<file path="config.mk">
export PLATFORM = sky130hd
export DESIGN_NAME = keyboard_key_fifo_device
export DESIGN_NICKNAME = d
export VERILOG_FILES = /design/src/design/kkf_pkg.sv /design/src/design/kkf_queue.sv /design/src/design/kkf_keymap.sv /design/src/design/keyboard_key_fifo_device.sv
export SDC_FILE = /design/constraint.sdc
export NUM_CORES = 1
export LEC_CHECK = 0
export ABC_AREA = 1
export BUFFER_PORTS_ARGS = -buffer_cell sky130_fd_sc_hd__buf_2
export CAP_MARGIN = 15
export CORE_ASPECT_RATIO = 1.2
export CORE_MARGIN = 2
export CORE_UTILIZATION = 35
export CTS_CLUSTER_SIZE = 28
export DETAILED_ROUTE_END_ITERATION = 7
export PLACE_DENSITY = 0.57
export SLEW_MARGIN = 20
export SYNTH_ARGS = -nofsm -noshare
export SYNTH_HDL_FRONTEND = slang
export SYNTH_SLANG_ARGS = --single-unit
</file>
<file path="constraint.sdc">
create_clock -name clk -period 14.9 [get_ports clk]
set_input_delay 1.49 -clock clk [delete_from_list [all_inputs] [get_ports clk]]
set_output_delay 1.49 -clock clk [all_outputs]
set_load 0.02 [all_outputs]
</file>
<file path="src/design/kkf_pkg.sv">
// ----------------------------------------------------------------------------
// kkf_pkg
// Shared constants, types and helpers for the keyboard key FIFO device.
// ----------------------------------------------------------------------------
package kkf_pkg;

  localparam int QUEUE_DEPTH_DEFAULT = 16;
  localparam int KEY_SPACE           = 256;
  localparam int KEY_W               = $clog2(KEY_SPACE);
  localparam int DATA_W              = 16;

  // Event kinds carried by the mode field.
  localparam logic [1:0] MODE_PRESS   = 2'd0;
  localparam logic [1:0] MODE_RELEASE = 2'd1;
  localparam logic [1:0] MODE_COMMAND = 2'd2;

  // Command numbers carried in register A.
  localparam logic [DATA_W-1:0] CMD_CLEAR    = 16'd0;
  localparam logic [DATA_W-1:0] CMD_NEXT_KEY = 16'd1;
  localparam logic [DATA_W-1:0] CMD_KEY_TEST = 16'd2;
  localparam logic [DATA_W-1:0] CMD_SET_IRQ  = 16'd3;

  typedef struct packed {
    logic             push;
    logic             pop;
    logic             clear;
    logic [KEY_W-1:0] key;
  } queue_ctrl_t;

  typedef struct packed {
    logic             en;
    logic             down;
    logic [KEY_W-1:0] key;
  } map_upd_t;

  // Upper-case letters share their map entry with the lower-case letter.
  function automatic logic [KEY_W-1:0] fold_key(input logic [KEY_W-1:0] k);
    logic [KEY_W-1:0] r;
    r = k;
    if (k inside {[8'h41:8'h5A]}) begin
      r = k + 8'h20;
    end
    return r;
  endfunction

endpackage

</file>
<file path="src/design/kkf_queue.sv">
// ----------------------------------------------------------------------------
// kkf_queue
// Circular key FIFO with a synchronous read port for the popped word.
// ----------------------------------------------------------------------------
module kkf_queue #(
  parameter int QUEUE_DEPTH = kkf_pkg::QUEUE_DEPTH_DEFAULT
) (
  input  logic                     clk,
  input  logic                     rst,
  input  kkf_pkg::queue_ctrl_t     ctrl,
  output logic                     empty,
  output logic [kkf_pkg::KEY_W-1:0] rd_key
);

  localparam int IDX_W = (QUEUE_DEPTH > 1) ? $clog2(QUEUE_DEPTH) : 1;
  localparam int CNT_W = $clog2(QUEUE_DEPTH + 1);
  localparam int SUM_W = CNT_W + 1;
  localparam logic [CNT_W-1:0] DEPTH_CNT = CNT_W'(QUEUE_DEPTH);
  localparam logic [SUM_W-1:0] DEPTH_SUM = SUM_W'(QUEUE_DEPTH);
  localparam logic [IDX_W-1:0] LAST_IDX  = IDX_W'(QUEUE_DEPTH - 1);

  logic [kkf_pkg::KEY_W-1:0] mem [QUEUE_DEPTH];
  logic [IDX_W-1:0] head;
  logic [CNT_W-1:0] count;
  logic [SUM_W-1:0] tail_sum;
  logic [SUM_W-1:0] tail_wrap;
  logic [IDX_W-1:0] tail;
  logic             full;
  logic             do_push;
  logic             do_pop;

  assign empty = (count == '0);
  assign full  = (count == DEPTH_CNT);

  // Head and count stay below twice the depth, so one subtract wraps the tail.
  assign tail_sum  = SUM_W'(head) + SUM_W'(count);
  assign tail_wrap = (tail_sum >= DEPTH_SUM) ? (tail_sum - DEPTH_SUM) : tail_sum;
  assign tail      = tail_wrap[IDX_W-1:0];

  assign do_push = ctrl.push && !full;
  assign do_pop  = ctrl.pop && !empty;

  always_ff @(posedge clk) begin
    if (rst) begin
      head  <= '0;
      count <= '0;
    end else if (ctrl.clear) begin
      head  <= '0;
      count <= '0;
    end else if (do_push) begin
      count <= count + CNT_W'(1);
    end else if (do_pop) begin
      head  <= (head == LAST_IDX) ? '0 : head + IDX_W'(1);
      count <= count - CNT_W'(1);
    end
  end

  always_ff @(posedge clk) begin
    if (do_push) begin
      mem[tail] <= ctrl.key;
    end
    if (do_pop) begin
      rd_key <= mem[head];
    end
  end

endmodule

</file>
<file path="src/design/kkf_keymap.sv">
// ----------------------------------------------------------------------------
// kkf_keymap
// Key-down map held in a one-bit memory, cleared one entry per cycle after
// reset, with a registered read port for the key test.
// ----------------------------------------------------------------------------
module kkf_keymap (
  input  logic                      clk,
  input  logic                      rst,
  input  kkf_pkg::map_upd_t         upd,
  input  logic                      rd_en,
  input  logic [kkf_pkg::KEY_W-1:0] rd_key,
  output logic                      rd_down,
  output logic                      busy
);

  localparam int KW = kkf_pkg::KEY_W;
  localparam logic [KW-1:0] LAST_KEY = KW'(kkf_pkg::KEY_SPACE - 1);

  logic          mem [kkf_pkg::KEY_SPACE];
  logic          clearing;
  logic [KW-1:0] clear_idx;
  logic [KW-1:0] upd_idx;
  logic [KW-1:0] rd_idx;

  assign upd_idx = kkf_pkg::fold_key(upd.key);
  assign rd_idx  = kkf_pkg::fold_key(rd_key);
  assign busy    = clearing;

  always_ff @(posedge clk) begin
    if (rst) begin
      clearing  <= 1'b1;
      clear_idx <= '0;
    end else if (clearing) begin
      clear_idx <= clear_idx + KW'(1);
      if (clear_idx == LAST_KEY) begin
        clearing <= 1'b0;
      end
    end
  end

  always_ff @(posedge clk) begin
    if (clearing) begin
      mem[clear_idx] <= 1'b0;
    end else if (upd.en) begin
      mem[upd_idx] <= upd.down;
    end
  end

  // An update landing at the same edge as the read is passed straight through.
  always_ff @(posedge clk) begin
    if (rd_en) begin
      rd_down <= (upd.en && (upd_idx == rd_idx)) ? upd.down : mem[rd_idx];
    end
  end

endmodule

</file>
<file path="src/design/keyboard_key_fifo_device.sv">
// ----------------------------------------------------------------------------
// keyboard_key_fifo_device
// Keyboard device: key FIFO, key-down map and interrupt message register.
// ----------------------------------------------------------------------------
// Usage:
//   The request channel (req_valid / req_stall) carries one word per event:
//   a key press, a key release or a CPU command access. The response
//   channel (rsp_valid / rsp_stall) returns exactly one word per request,
//   in order, with the register C write and the interrupt, if any.
//   An accepted request sits in the input register and is processed into
//   the result register, raising rsp_valid, once that register may advance.
//   One request is taken every cycle while the response side keeps up and
//   the key-down map is not clearing; the FIFO and the message register each
//   take one access per cycle, the map one update and one read.
//   When rsp_stall is high the result register holds its word, the input
//   register fills, and req_stall rises until the response is taken.
//   Reset empties the FIFO, disables interrupts and drops both pipeline
//   registers. The key-down map is then cleared one entry per cycle, and
//   req_stall stays high until all 256 entries are cleared.
// ----------------------------------------------------------------------------
module keyboard_key_fifo_device #(
  parameter int QUEUE_DEPTH = kkf_pkg::QUEUE_DEPTH_DEFAULT
) (
  input  logic        clk,
  input  logic        rst,
  input  logic        req_valid,
  output logic        req_stall,
  input  logic [1:0]  mode,
  input  logic [7:0]  key_word,
  input  logic [15:0] cmd_a,
  input  logic [15:0] cmd_b,
  output logic        rsp_valid,
  input  logic        rsp_stall,
  output logic        c_write,
  output logic [15:0] c_value,
  output logic        irq_valid,
  output logic [15:0] irq_message
);

  localparam int KW = kkf_pkg::KEY_W;
  localparam int DW = kkf_pkg::DATA_W;

  // Input register.
  logic          pend_valid;
  logic [1:0]    pend_mode;
  logic [KW-1:0] pend_key;
  logic [DW-1:0] pend_a;
  logic [DW-1:0] pend_b;

  // Result register.
  logic          res_c_write;
  logic          res_from_queue;
  logic          res_flag;
  logic          res_irq;
  logic [DW-1:0] res_irq_msg;

  logic [DW-1:0] irq_msg;
  logic          advance;
  logic          take;
  logic          in_take;
  logic          is_press;
  logic          is_release;
  logic          is_event;
  logic          is_cmd;
  logic          key_in_range;
  logic          queue_empty;
  logic [KW-1:0] queue_key;
  logic          test_down;
  logic          map_busy;

  kkf_pkg::queue_ctrl_t qctrl;
  kkf_pkg::map_upd_t    mupd;

  assign advance   = !rsp_valid || !rsp_stall;
  assign take      = pend_valid && advance;
  assign req_stall = (pend_valid && !advance) || map_busy;
  assign in_take   = req_valid && !req_stall;

  assign is_press     = (pend_mode == kkf_pkg::MODE_PRESS);
  assign is_release   = (pend_mode == kkf_pkg::MODE_RELEASE);
  assign is_event     = is_press || is_release;
  assign is_cmd       = (pend_mode == kkf_pkg::MODE_COMMAND);
  assign key_in_range = (pend_b[DW-1:KW] == '0);

  assign qctrl.push  = take && is_press;
  assign qctrl.pop   = take && is_cmd && (pend_a == kkf_pkg::CMD_NEXT_KEY);
  assign qctrl.clear = take && is_cmd && (pend_a == kkf_pkg::CMD_CLEAR);
  assign qctrl.key   = pend_key;

  assign mupd.en   = take && is_event;
  assign mupd.down = is_press;
  assign mupd.key  = pend_key;

  kkf_queue #(
    .QUEUE_DEPTH(QUEUE_DEPTH)
  ) u_queue (
    .clk   (clk),
    .rst   (rst),
    .ctrl  (qctrl),
    .empty (queue_empty),
    .rd_key(queue_key)
  );

  // The key-down bit is read as the request enters the input register.
  kkf_keymap u_keymap (
    .clk    (clk),
    .rst    (rst),
    .upd    (mupd),
    .rd_en  (in_take),
    .rd_key (cmd_b[KW-1:0]),
    .rd_down(test_down),
    .busy   (map_busy)
  );

  always_ff @(posedge clk) begin
    if (rst) begin
      pend_valid <= 1'b0;
    end else if (!req_stall) begin
      pend_valid <= req_valid;
    end
  end

  always_ff @(posedge clk) begin
    if (in_take) begin
      pend_mode <= mode;
      pend_key  <= key_word;
      pend_a    <= cmd_a;
      pend_b    <= cmd_b;
    end
  end

  always_ff @(posedge clk) begin
    if (rst) begin
      irq_msg <= '0;
    end else if (take && is_cmd && (pend_a == kkf_pkg::CMD_SET_IRQ)) begin
      irq_msg <= pend_b;
    end
  end

  always_ff @(posedge clk) begin
    if (rst) begin
      rsp_valid <= 1'b0;
    end else if (advance) begin
      rsp_valid <= pend_valid;
    end
  end

  always_ff @(posedge clk) begin
    if (take) begin
      res_c_write    <= is_cmd && ((pend_a == kkf_pkg::CMD_NEXT_KEY) ||
                                   (pend_a == kkf_pkg::CMD_KEY_TEST));
      res_from_queue <= qctrl.pop && !queue_empty;
      res_flag       <= is_cmd && (pend_a == kkf_pkg::CMD_KEY_TEST) &&
                        key_in_range && test_down;
      res_irq        <= is_event && (irq_msg != '0);
      res_irq_msg    <= is_event ? irq_msg : '0;
    end
  end

  // The popped word comes straight from the FIFO's read register.
  assign c_write     = res_c_write;
  assign c_value     = res_from_queue ? {{(DW-KW){1'b0}}, queue_key}
                                      : {{(DW-1){1'b0}}, res_flag};
  assign irq_valid   = res_irq;
  assign irq_message = res_irq_msg;

endmodule
</file>
# Word-level counts from Yosys, hierarchy flattened

Memory sizes are Yosys's and may differ from the RTL's. A register that Yosys moved wholly into a read port is not among the register bits.
Cells that the tools add are included.

RAM bits: 384
Register bits after elaboration: 98
Word-level logic and storage cells: 96
Output and inout port bits: 36
Input bits: 46
Memories: 2

Memory list:

| name         | words | width | read ports | clocked after memory_dff | write ports | RTL line         | RTL |
|---|---|---|---|---|---|---|---|
| u_keymap.mem | 256   | 1     | 1          | 1                        | 1           | kkf_keymap.sv:19 | `logic mem [kkf_pkg::KEY_SPACE];` |
| u_queue.mem  | 16    | 8     | 1          | 1                        | 1           | kkf_queue.sv:22  | `logic [kkf_pkg::KEY_W-1:0] mem [QUEUE_DEPTH];` |

Reductions and logical operators: 37
$add $sub $neg: 8
Eq/ne operators: 8
$lt $le $gt $ge: 5
Mux-type cells: 19
Bitwise operators: 1

Operators by type and width:

| operator                                                        | number |
|---|---|
| == test 16 x 2 -> 1 bit (second input constant)                 | 2 |
| 2-to-1 mux 8 bit                                                | 4 |
| logical AND 1 bit                                               | 18 |
| adder 8 x 6 -> 8 bit (second input constant)                    | 2 |
| == test 16 x 1 -> 1 bit (second input constant)                 | 1 |
| >= comparator 8 x 7 -> 1 bit (second input constant)            | 2 |
| less-or-equal comparator 8 x 7 -> 1 bit (second input constant) | 2 |
| logical NOT 16 bit                                              | 1 |
| nonzero test 16 bit                                             | 1 |
| 2-to-1 mux 1 bit                                                | 11 |
| 2-to-1 mux 5 bit                                                | 2 |
| adder 8 x 1 -> 8 bit (second input constant)                    | 1 |
| == test 8 bit (second input constant)                           | 1 |
| logical NOT 8 bit                                               | 1 |
| 2-to-1 mux 4 bit                                                | 2 |
| adder 4 x 5 -> 6 bit                                            | 1 |
| >= comparator 6 x 5 -> 1 bit (second input constant)            | 1 |
| logical NOT 1 bit                                               | 6 |
| adder 5 x 1 -> 5 bit (second input constant)                    | 1 |
| == test 5 bit (second input constant)                           | 1 |
| logical NOT 5 bit                                               | 1 |
| subtractor 5 x 1 -> 5 bit (second input constant)               | 1 |
| adder 4 x 1 -> 4 bit (second input constant)                    | 1 |
| == test 4 bit (second input constant)                           | 1 |
| 10 further kinds                                                | 13 |

# Logic depth before layout (Yosys ltp)

Gate-level depths: netlist of run 1.

Word-level depth: 9
Mapped depth: 16
Mapped depth without buffers: 15

# Hierarchy

Synthesis of run 1 repeated with hierarchy kept, for this count alone.

Cell total of the unflattened synthesis: 2223
Area, all modules: 21977.3 µm²

By module, submodules not included:

| module                   | cells each | times used | seq. area each (µm²) | area each (µm²) |
|---|---|---|---|---|
| kkf_keymap               | 1437       | 1          | 7897.6               | 12751.0 |
| kkf_queue                | 483        | 1          | 4264.1               | 5992.0 |
| keyboard_key_fifo_device | 303        | 1          | 2222.1               | 3234.4 |

# Worst setup path after synthesis of run 1

No wires, ideal clock.

Path kind: input-to-reg
Start: in rsp_stall
End: mem u_keymap.mem[0], data pin
Setup time: 2.104 ns
Stages on the path: 3
Arrival time: 11.808 ns
Path buffers: 0
Path slack: 0.987 ns
Data required time: 12.796 ns
Path through: a21oi_4 -> nand2_1 -> nor3_1

Word-level cells in the longest chain between the ends: 9

Ends and longest elaborated chain:

| item                                   | RTL line                       | RTL |
|---|---|---|
| start, declared                        | keyboard_key_fifo_device.sv:33 | `input logic rsp_stall,` |
| logical NOT 1 bit                      | keyboard_key_fifo_device.sv:74 | `assign advance = !rsp_valid \|\| !rsp_stall;` |
| logical OR 1 bit                       | keyboard_key_fifo_device.sv:74 |  |
| logical AND 1 bit                      | keyboard_key_fifo_device.sv:75 | `assign take = pend_valid && advance;` |
| logical AND 1 bit                      | keyboard_key_fifo_device.sv:90 | `assign mupd.en = take && is_event;` |
| 2-to-1 mux 1 bit                       | kkf_keymap.sv:44               | `end else if (upd.en) begin` |
| 2-to-1 mux 1 bit                       | kkf_keymap.sv:42               | `if (clearing) begin` |
| 2-to-1 mux 1 bit (not written as such) | kkf_keymap.sv:45               | `mem[upd_idx] <= upd.down;` |
| OR reduction 1 bit (no source line)    | n/a                            |  |
| 2-to-1 mux 1 bit (no source line)      | n/a                            |  |
| end, declared                          | kkf_keymap.sv:19               |  |

Every way passes these cells.

# Worst setup path in the final report of run 1

Start: in rsp_stall
End: mem u_keymap.mem[246], enable pin

Word-level cells in the longest chain between the ends: 9
Elaborated cells on any way between the ends: 10
Classes of those cells: mux (5); reduce/logical (5)

Ends and longest elaborated chain:

| item                                                                         | RTL line                       | RTL |
|---|---|---|
| logical NOT 1 bit *                                                          | keyboard_key_fifo_device.sv:74 |  |
| logical OR 1 bit *                                                           | keyboard_key_fifo_device.sv:74 |  |
| logical AND 1 bit *                                                          | keyboard_key_fifo_device.sv:75 |  |
| named net take                                                               | keyboard_key_fifo_device.sv:59 | `logic take;` |
| logical AND 1 bit *                                                          | keyboard_key_fifo_device.sv:90 |  |
| 2-to-1 mux 1 bit *                                                           | kkf_keymap.sv:44               |  |
| 2-to-1 mux 1 bit *                                                           | kkf_keymap.sv:42               |  |
| 2-to-1 mux 1 bit (not written as such) *                                     | kkf_keymap.sv:45               |  |
| OR reduction 1 bit (no source line)                                          | n/a                            |  |
| 2-to-1 mux 8 bit (no source line) / 2-to-1 mux 1 bit (equally long branches) | n/a                            |  |

The timed path passes the listed nets; every way through them passes the cells marked *.

==> run_results.csv, run 1 <==
group,metric,value,unit
drt,met3_length,2.80,mm
floorplan,io_pins,82,
clock_network,clock_path_buffers,3,
floorplan,row_count,100,
sta,finalClockSkew,28.1,ps
status,status,"completed",
sta,setup_slack,10840,ps
place,pre_cts_ws,9810,ps
global_route,grt_pass1_wl,84.8,mm
yosys,synth_top_area_share,62.8,%
yosys,synth-edff-count,455,
drt,dr.pass1.iters,6,
worst_setup_path,critPathMaxFanout,24,
sta,setup_viol,0,
drt,wl,55.0,mm
global_route,grt_use_total,17.0,%
layout,fin_util,39.4,%
yosys,synth_cell_types,44,
drt,drtAntennaViolNets,0,
clock_network,cts_setup_buffers,0,
place,gp_congestion,0.830,
global_route,gr-total-overflow,0,
clock_network,clk_pin_slew,60,ps
flow_run,cap_violations,0,
sta,tns,0,ps
clock_network,numCtsBuffers,49,
global_route,grt_start_max_net_pins,133,
sta,post-route-period-util,27.2,%
layout,finalNetCount,2228,
worst_setup_path,crit_path_end_kind,"register",
drt,vias_per_cell,4.97,
worst_setup_path,cp-start-kind,"input pin",
sta,worst_pin_slew,1000,ps
clock_network,clkLatencyLatePin,590,ps
yosys,ys.flop_type,"edfxtp_1",
drt,wl_met2,28.1,mm
yosys,synth_seq_cells,491,
floorplan,die-area,64200,µm²
layout,drive_gt1_share,10.2,%
place,place_hpwl,32.5,mm
yosys,seq_area_frac_synth,66.1,%
place,port_buffers,73,
drt,wl_per_cell,18.2,µm
yosys,synthTopCellsByArea,"edfxtp_1 63%, nand2_1 8.7%, nor2_1 7.7%, dfxtp_1 3.3%, nand3_1 2.7%",
clock_network,cts_tree,"done",
clock_network,cts.sinks,491,
power_and_ir_drop,power_density,114,nW/µm²
yosys,synthCells,2134,
global_route,antenna_found_initial,0,
drt,wirelength_met1,22.5,mm
layout,stdcell_area,24300,µm²
sta,min_period,4060,ps
layout,area_growth,11.7,%
hold_path,hp-class,"reg -> reg",
sta,hold_viol_final,0,
yosys,synth.largest_area_cell,"edfxtp_1",
drt,via_count,15016,
clock_network,post_cts_resized,0,
power_and_ir_drop,p_leak,8.75,nW
sta,fmax,247,MHz
floorplan,coreArea,61800,µm²
sta,rsz0062_at_grt,"no",
floorplan,initial_utilization,35.2,%
drt,first_iter_violations,1459,
floorplan,dieHeight,277,µm
sta,holdWs,485,ps
place,place_area,22800,µm²
yosys,syn_area,21800,µm²
sta,drv_slew,0,
yosys,yosys_warnings,0,
drt,top_layer,"met4",
layout,num_antenna_cells,0,
layout,fillers,6072,
worst_setup_path,path_class,"in -> reg",
global_route,grt_pass1_vias,14836,
sta,slew_headroom,32.9,%
clock_network,htreeDepth,2,
drt,drc_errors,0,
worst_setup_path,crit_arrival,4310,ps
clock_network,cts_root_buf,"clkbuf_16",
clock_network,cts_hold_buf,0,
yosys,synthArstFlopShare,0,%
yosys,avgSynthCellArea,10.2,µm²
power_and_ir_drop,ir_drop,0.0763,mV
worst_setup_path,required,15160,ps
floorplan,die_w,232,µm
## report_power, final
group / internal [W] / leakage (nW) / switching (W) / total, W
Sequential: 0.00149 / 4.17 / 0.000000856 / 0.00149
Clock: 0.000659 / 0.726 / 0.000511 / 0.00117
Combinational: 0.0000283 / 3.85 / 0.0000787 / 0.000107
## routing by layer
layer | track usage (%) | vias to the layer above
met5 | 0 | -
met4 | 6.26 | 0
met3 | 2.42 | 100
met2 | 30.2 | 424
met1 | 20.9 | 7325
li1 | - | 7167
## stage by stage
stage                     instances  power (W)
after detailed placement       2935    0.00162
final                          3023    0.00276
after floorplan                2141    0.00159
after global routing           3023    0.00285
after CTS                      3023    0.00279
after global placement         2935    0.00162
## critical path, cell delays in order
cell     delay [ps]
buf_2           120
a21oi_4         670
nand3_4         380
inv_1           190
nand2_1         100
nand2_2         140
inv_2            80
nor3_4          210
nand2_1         590
nor2_1          320
## cells in the final DEF, fill, tap and decap left out, types with 3 or more instances in the layout
master and instances:
clkbuf_16 50, ha_1 10, nand2_4 4, xnor2_1 4, buf_2 72, o221ai_1 14
nor3_2 3, clkinv_2 5, edfxtp_1 455, a21oi_1 45, dfxtp_1 34, o21ai_4 3
nor2_1 445, xor2_1 5, nor4_1 8, nor2_2 13, clkbuf_1 12, inv_1 154
o21ai_0 76, a31oi_1 4, a211oi_1 6, clkinv_1 15, nor3_1 21, nor3_4 4
nand2_2 19, mux2i_1 14, nand3_1 116, o32ai_1 18, conb_1 8, buf_4 18
nor2_4 8, nand4_1 5, inv_2 10, nand2_1 505
## synth_stat cells (4+ instances only)
library cell and n:
inv_1 154, nand2_2 19, a21oi_1 45, buf_1 17
nand4_1 5, o21ai_0 76, a31oi_1 4, nor2_4 6
ha_1 10, xor2_1 5, o221ai_1 14, buf_4 10
a211oi_1 6, o32ai_1 18, dfxtp_1 36, clkbuf_1 46
nor2_1 447, nand2_1 505, nand3_1 116, nor4_1 8
nor2_2 13, xnor2_1 4, nand2_4 4, edfxtp_1 455
inv_2 10, buf_6 5, nor3_1 24, buf_2 36
mux2i_1 14
## layout make-up
| cell class | count | area, µm² | share of cell area, % |
|---|---|---|---|
| clock buffers | 64 | 1320 | 5.44 |
| inverters | 166 | 623 | 2.56 |
| repair buffers | 92 | 518 | 2.13 |
| well taps | 816 | 1020 | 4.20 |
| clock inverters | 24 | 176 | 0.725 |
| flip-flops and latches | 491 | 14400 | 59.1 |
| multi-input cells | 1370 | 6280 | 25.8 |
## sequential cells by signal, indices dropped and copies added, names as in the netlist
name                cells
res_from_queue          1
pend_b                 16
pend_key                8
c_write                 1
rsp_valid               1
res_flag                1
pend_mode               2
irq_valid               1
u_queue.head            4
u_keymap.clear_idx      8
u_keymap.rd_down        1
u_queue.count           5
irq_msg                16
u_keymap.busy           1
pend_valid              1
u_keymap.mem          256
irq_message            16
u_queue.rd_key          8
u_queue.mem           128
pend_a                 16
## cells by family (layout without fill, tap and decap cells)
| logic type | after synthesis | count (layout) | synth area share [%] |
|---|---|---|---|
| flip-flops | 491 | 491 | 66.1 |
| buffers and inverters | 280 | 346 | 5.38 |
| adder cells (fa/ha/maj) | 12 | 12 | 0.759 |
| XOR/XNOR | 9 | 9 | 0.362 |
| other | 1 | 8 | 0.0172 |
| AO/OA/AOI/OAI | 172 | 172 | 4.87 |
| multiplexers | 15 | 15 | 0.695 |
| AND/OR/NAND/NOR | 1154 | 1154 | 21.9 |
## worst paths after layout
check	from	cells past startpoint	endpoint	slack [ps]
setup / recovery	rsp_stall	10	u_keymap.mem[246]	10840
hold / removal	pend_b[0]	2	irq_msg[0]	480
setup reg to reg	pend_valid	10	u_keymap.mem[246]	11520
hold reg to reg	pend_b[0]	2	irq_msg[0]	480
No activity file was read; power rests on OpenSTA's default activity.
==> inputs of run 2 (changes only) <==
Clock period 14.9 ns to 3.5 ns, I/O delays scaled along.
==> run 2 against run 1 <==
Clock power rose to 4.6 times the previous value. Register-to-register slack got worse by 11000 ps. Critical path depth down 3. Sequential power rose to 4.2 times the previous value. Clock skew is 11 ps lower. Combinational power grew to 4.6 times the previous value. Total power rose to 4.4 times the previous value. Critical endpoint is now u_queue.mem[8][5]. Largest cell class unchanged. Largest power group unchanged.
==> run_results.csv, run 2 (synthesis results as in run 1) <==
group,metric,value,unit
worst_setup_path,crit_path_end_kind,"register",
layout,drive_gt1_share,11.4,%
layout,multiInputGateArea,6270,µm²
worst_setup_path,cp_top_family,"simple AND/OR/NAND/NOR gates",
floorplan,row_count,100,
clock_network,cts_root_buf,"clkbuf_16",
worst_setup_path,cpPeakStageDelay,710,ps
layout,fin_util,40.5,%
global_route,antenna_found_initial,0,
sta,hold_viol_final,0,
place,dp_cells,2962,
global_route,use_met3,2.30,%
sta,setup_viol,0,
clock_network,post_cts_resized,0,
sta,drv_slew,0,
clock_network,cts_tree,"done",
drt,vias_per_cell,4.93,
layout,top_register,"u_keymap.mem",
global_route,met2_usage,30.3,%
worst_setup_path,path_cells,"ha_1, a21oi_1, nand2_1, xor2_1, inv_1, nand2_1, nor2_1",
layout,num_antenna_cells,0,
sta,rsz0062_at_grt,"no",
drt,drc_errors,0,
layout,fin_cells,3082,
global_route,grt_pass1_wl,84.3,mm
status,status,"completed",
layout,largestRegisters,"u_keymap.mem (256), u_queue.mem (128)",
power_and_ir_drop,total_power,0.0121,W
sta,fmax,362,MHz
global_route,grt_pass1_vias,14762,
worst_setup_path,path_class,"reg -> reg",
global_route,grt_start_max_net_pins,119,
clock_network,htreeDepth,2,
global_route,use_met1,20.6,%
floorplan,dieHeight,277,µm
layout,largest_register_ffs,256,
power_and_ir_drop,power_density,485,nW/µm²
floorplan,coreArea,61800,µm²
clock_network,clock_path_buffers,3,
layout,regArea,14400,µm²
layout,finalNetCount,2288,
worst_setup_path,critPathMaxFanout,17,
hold_path,hp-class,"in -> reg",
place,port_buffers,73,
worst_setup_path,cp_common_cell,"nand2_1",
drt,wl,55.4,mm
layout,area_growth,15.0,%
worst_setup_path,cp_num_buf_inv,1,
sta,worst_pin_slew,880,ps
place,place_area,23100,µm²
layout,fillers,6020,
sta,min_period,2760,ps
worst_setup_path,crit_arrival,2970,ps
flow_run,cap_violations,0,
global_route,grt_use_total,17.1,%
global_route,globalRoute.busiestLayer,"met2",
global_route,gr-total-overflow,0,
sta,finalClockSkew,17.2,ps
power_and_ir_drop,ir_drop,0.299,mV
drt,wl_per_cell,18.0,µm
floorplan,initial_utilization,35.2,%
layout,final_common_cell,"nand2_1",
floorplan,io_pins,82,
drt,dr.pass1.iters,6,
place,gp_congestion,0.841,
sta,post-route-period-util,78.9,%
clock_network,clkLatencyLatePin,590,ps
clock_network,cts.sinks,491,
layout,layout_common_cells,"504 x nand2_1, 455 x edfxtp_1, 445 x nor2_1",
clock_network,numCtsBuffers,47,
drt,drtAntennaViolNets,0,
power_and_ir_drop,p_leak,9.12,nW
clock_network,clk_pin_slew,70,ps
sta,slew_headroom,41.2,%
floorplan,die_w,232,µm
place,place_hpwl,35.2,mm
layout,stdcell_area,25000,µm²
drt,via_count,15193,
floorplan,die-area,64200,µm²
worst_setup_path,required,3710,ps
worst_setup_path,critPathSlowestCell,"dfxtp_1",
worst_setup_path,cp-start-kind,"register",
drt,first_iter_violations,1360,
sta,tns,0,ps
run 2: final timing paths:
path,slack (ps),start,cells after the start,end
worst min register to register,480,u_queue.count[4],1,u_queue.count[4]
worst min-delay path,50,cmd_b[6],1,pend_b[6]
worst max-delay path,740,u_queue.head[2],7,u_queue.mem[8][5]
worst max register to register,740,u_queue.head[2],7,u_queue.mem[8][5]
run 2: per-layer routing:
layer | share of wire, % | vias up
met5 | 0 | -
met4 | 4.0 | 0
met3 | 4.8 | 120
met2 | 51 | 414
met1 | 40 | 7375
li1 | - | 7284
run 2: repair_timing:
action                     4_1_cts  5_1_grt
setup endpoints to repair        0        0
hold buffers                    35        0
buffers inserted                 0        0
hold endpoints to repair        35        0
run 2: cell type report:
type	count	area share [%]
clock inverter	24	1.21
inverter	166	2.49
tap	816	4.08
multi-input combinational	1370	25.1
clock buffer	61	5.20
timing repair buffer	154	4.50
sequential	491	57.5
run 2: stage by stage:
step                worst slack [ps]  hold slack (ps)
floorplan                      -1770              444
detailed placement               741              466
global placement                 804              462
global route                     490             39.6
finish                           739             54.0
CTS                              723             19.0
run 2: report_power, final:
group	internal [W]	switching [W]	leakage, nW
clock network	0.00314	0.00219	0.786
logic	0.000156	0.000333	4.15
registers	0.00632	0.00000372	4.18
==> inputs of run 3 (changes only) <==
Clock period 3.5 ns to 2.36 ns, I/O delays scaled along.
==> run 3 against run 2 <==
Core utilization up 3.6 points. Combinational power rose by 89%. First-iteration DRC count shrank 15%. Critical path depth up 5. Count of clock-buffer cells in the layout is 4 lower. Non-clock buffer count up 92. Largest cell class unchanged. Via count is 3.4% higher. Wire length is 6.4% higher. Highest routed layer unchanged. Final area up 8.8%. Worst hold slack better by 20 ps.
==> run_results.csv, run 3 (synthesis results as in run 1) <==
group,metric,value,unit
place,dp_cells,3021,
drt,vias_per_cell,4.94,
sta,drv_slew,0,
clock_network,clock_path_buffers,3,
global_route,grt_pass1_vias,15489,
clock_network,numCtsBuffers,50,
power_and_ir_drop,p_leak,9.74,nW
power_and_ir_drop,pwr-share-seq,52.2,%
hold_path,hp-class,"in -> reg",
flow_run,cap_violations,0,
drt,dr.pass1.iters,5,
worst_setup_path,cp_top_family,"buffers and inverters",
power_and_ir_drop,p_sw,0.00398,W
layout,largestRegisters,"u_keymap.mem (256), u_queue.mem (128)",
sta,setup_slack,43.5,ps
worst_setup_path,cp-start-kind,"register",
sta,worst_pin_slew,799,ps
sta,hold_viol_final,0,
global_route,grt_use_total,18.3,%
clock_network,cts.sinks,491,
power_and_ir_drop,p_clk_share,42.6,%
worst_setup_path,path_class,"reg -> reg",
status,status,"completed",
drt,drc_errors,0,
clock_network,htreeDepth,2,
layout,final_common_cell,"nand2_1",
worst_setup_path,rr_startpoint,"pend_valid",
worst_setup_path,cp_num_buf_inv,5,
power_and_ir_drop,p_sw_share,22.1,%
layout,drive_gt1_share,24.3,%
place,port_buffers,73,
floorplan,die_w,232,µm
worst_setup_path,path_cells,"inv_2, a21oi_4, buf_4, nand3_4, nand2_1, o21ai_4, buf_4, nor3_4, buf_12, nand2_2, buf_4, nor2_1",
power_and_ir_drop,comb_power_share,5.2,%
sta,slew_headroom,46.7,%
sta,min_period,2320,ps
floorplan,row_count,100,
sta,setup_viol,0,
floorplan,dieHeight,277,µm
global_route,antenna_found_initial,0,
floorplan,die-area,64200,µm²
place,gp_congestion,0.838,
power_and_ir_drop,p_int,0.0140,W
clock_network,clk_pin_slew,60,ps
power_and_ir_drop,power_density,660,nW/µm²
drt,drtAntennaViolNets,0,
layout,top_register,"u_keymap.mem",
clock_network,cts_tree,"done",
worst_setup_path,critPathMaxFanout,10,
floorplan,initial_utilization,35.2,%
sta,fmax,432,MHz
power_and_ir_drop,ir_drop,0.582,mV
worst_setup_path,crit_path_end_kind,"register",
drt,wl,58.9,mm
worst_setup_path,r2r_end,"u_keymap.mem[198]",
drt,via_count,15703,
worst_setup_path,cpPeakStageDelay,340,ps
worst_setup_path,r2r_cells,12,
layout,fin_cells,3176,
sta,post-route-period-util,98.2,%
place,pre_cts_ws,-128,ps
drt,wl_per_cell,18.6,µm
worst_setup_path,cp_common_cell,"buf_4",
floorplan,io_pins,82,
clock_network,cts_root_buf,"clkbuf_16",
global_route,grt_pass1_wl,90.3,mm
worst_setup_path,critPathSlowestCell,"dfxtp_1",
worst_setup_path,required,2660,ps
sta,finalClockSkew,23.7,ps
layout,finalNetCount,2384,
place,place_area,24800,µm²
global_route,grt_start_max_net_pins,80,
worst_setup_path,cp-startpoint,"pend_valid",
floorplan,coreArea,61800,µm²
place,place_hpwl,36.8,mm
worst_setup_path,cp.depth,12,
clock_network,clkLatencyLatePin,600,ps
layout,num_antenna_cells,0,
layout,area_growth,25.1,%
worst_setup_path,endpoint,"u_keymap.mem[198]",
worst_setup_path,crit_arrival,2610,ps
layout,fillers,5724,
layout,layout_common_cells,"487 x nand2_1, 455 x edfxtp_1, 241 x nor2_1",
worst_setup_path,rrSetupSlack,40,ps
sta,holdWs,73.7,ps
power_and_ir_drop,total_power,0.0180,W
layout,largest_register_ffs,256,
drt,first_iter_violations,1155,
layout,stdcell_area,27200,µm²
global_route,gr-total-overflow,0,
sta,rsz0062_at_grt,"yes",
run 3: cell count changes in the layout (fill, tap and decap cells not counted), moves of 15 or more:
cell | before | now
nand2_1 | 504 | 487
nand2_8 | 0 | 15
nor2_1 | 445 | 241
buf_12 | 5 | 34
buf_4 | 42 | 97
nor2_2 | 14 | 151
nor2_4 | 7 | 74
run 3: layer usage:
metal	global-route usage [%]	routed length (µm)	vias up
li1	-	-	7492
met1	23.8	25200	7711
met4	5.67	1570	0
met2	31.6	29400	413
met3	2.37	2770	87
met5	0	0	-
run 3: worst register-to-register path, cell delays in order (launching register included):
cell and delay [ps]:
dfxtp_1 340, inv_2 60, a21oi_4 160, buf_4 150, nand3_4 110, nand2_1 130
o21ai_4 70, buf_4 160, nor3_4 200, buf_12 160, nand2_2 60, buf_4 240
nor2_1 180
run 3: repair_timing:
item / in CTS / in global routing
hold buffers: 43 / 0
setup buffers: 6 / 19
resized for setup: 10 / 15
endpoints found under the setup margin: 159 / 256
pin swaps: 4 / 5
cloned: 1 / 0
hold endpoints to repair: 50 / 0
run 3: worst min path at each step:
stage | start | end | slack, ps | depth (start not counted)
after floorplan | cmd_a[0] | pend_a[0] | 330 | 0
after global placement | cmd_a[6] | pend_a[6] | 420 | 1
after detailed placement | key_word[4] | pend_key[4] | 410 | 1
after CTS | req_valid | pend_a[6] | 40 | 3
after global routing | req_valid | pend_a[7] | 60 | 3
final | req_valid | pend_a[7] | 70 | 3
run 3: power by group through the flow:
stage / sequential [W] / clock, W / combinational [W]
5_1_grt: 0.00938 / 0.00814 / 0.00100
2_1_floorplan: 0.00957 / 0 / 0.000476
4_1_cts: 0.00939 / 0.00784 / 0.000918
3_5_place_dp: 0.00957 / 0 / 0.000827
6_report: 0.00939 / 0.00766 / 0.000926
3_3_place_gp: 0.00957 / 0 / 0.000824
run 3: area by class of cell:
class                      count  area (µm²)  area share, %
sequential                   491       14400           52.8
multi-input combinational   1371        7440           27.3
timing repair buffer         246        2200           8.08
clock buffer                  57        1300           4.77
tap                          816        1020           3.75
inverter                     166         636           2.33
clock inverter                29         251          0.923
run 3: metrics by stage:
| step | utilization, % | TNS (ps) |
|---|---|---|
| global route | 44.1 | -219 |
| finish | 44.1 | 0 |
| floorplan | - | -787150 |
| CTS | 43.7 | -1.99 |
| global placement | 40.2 | -1660 |
| detailed placement | 40.2 | -6700 |
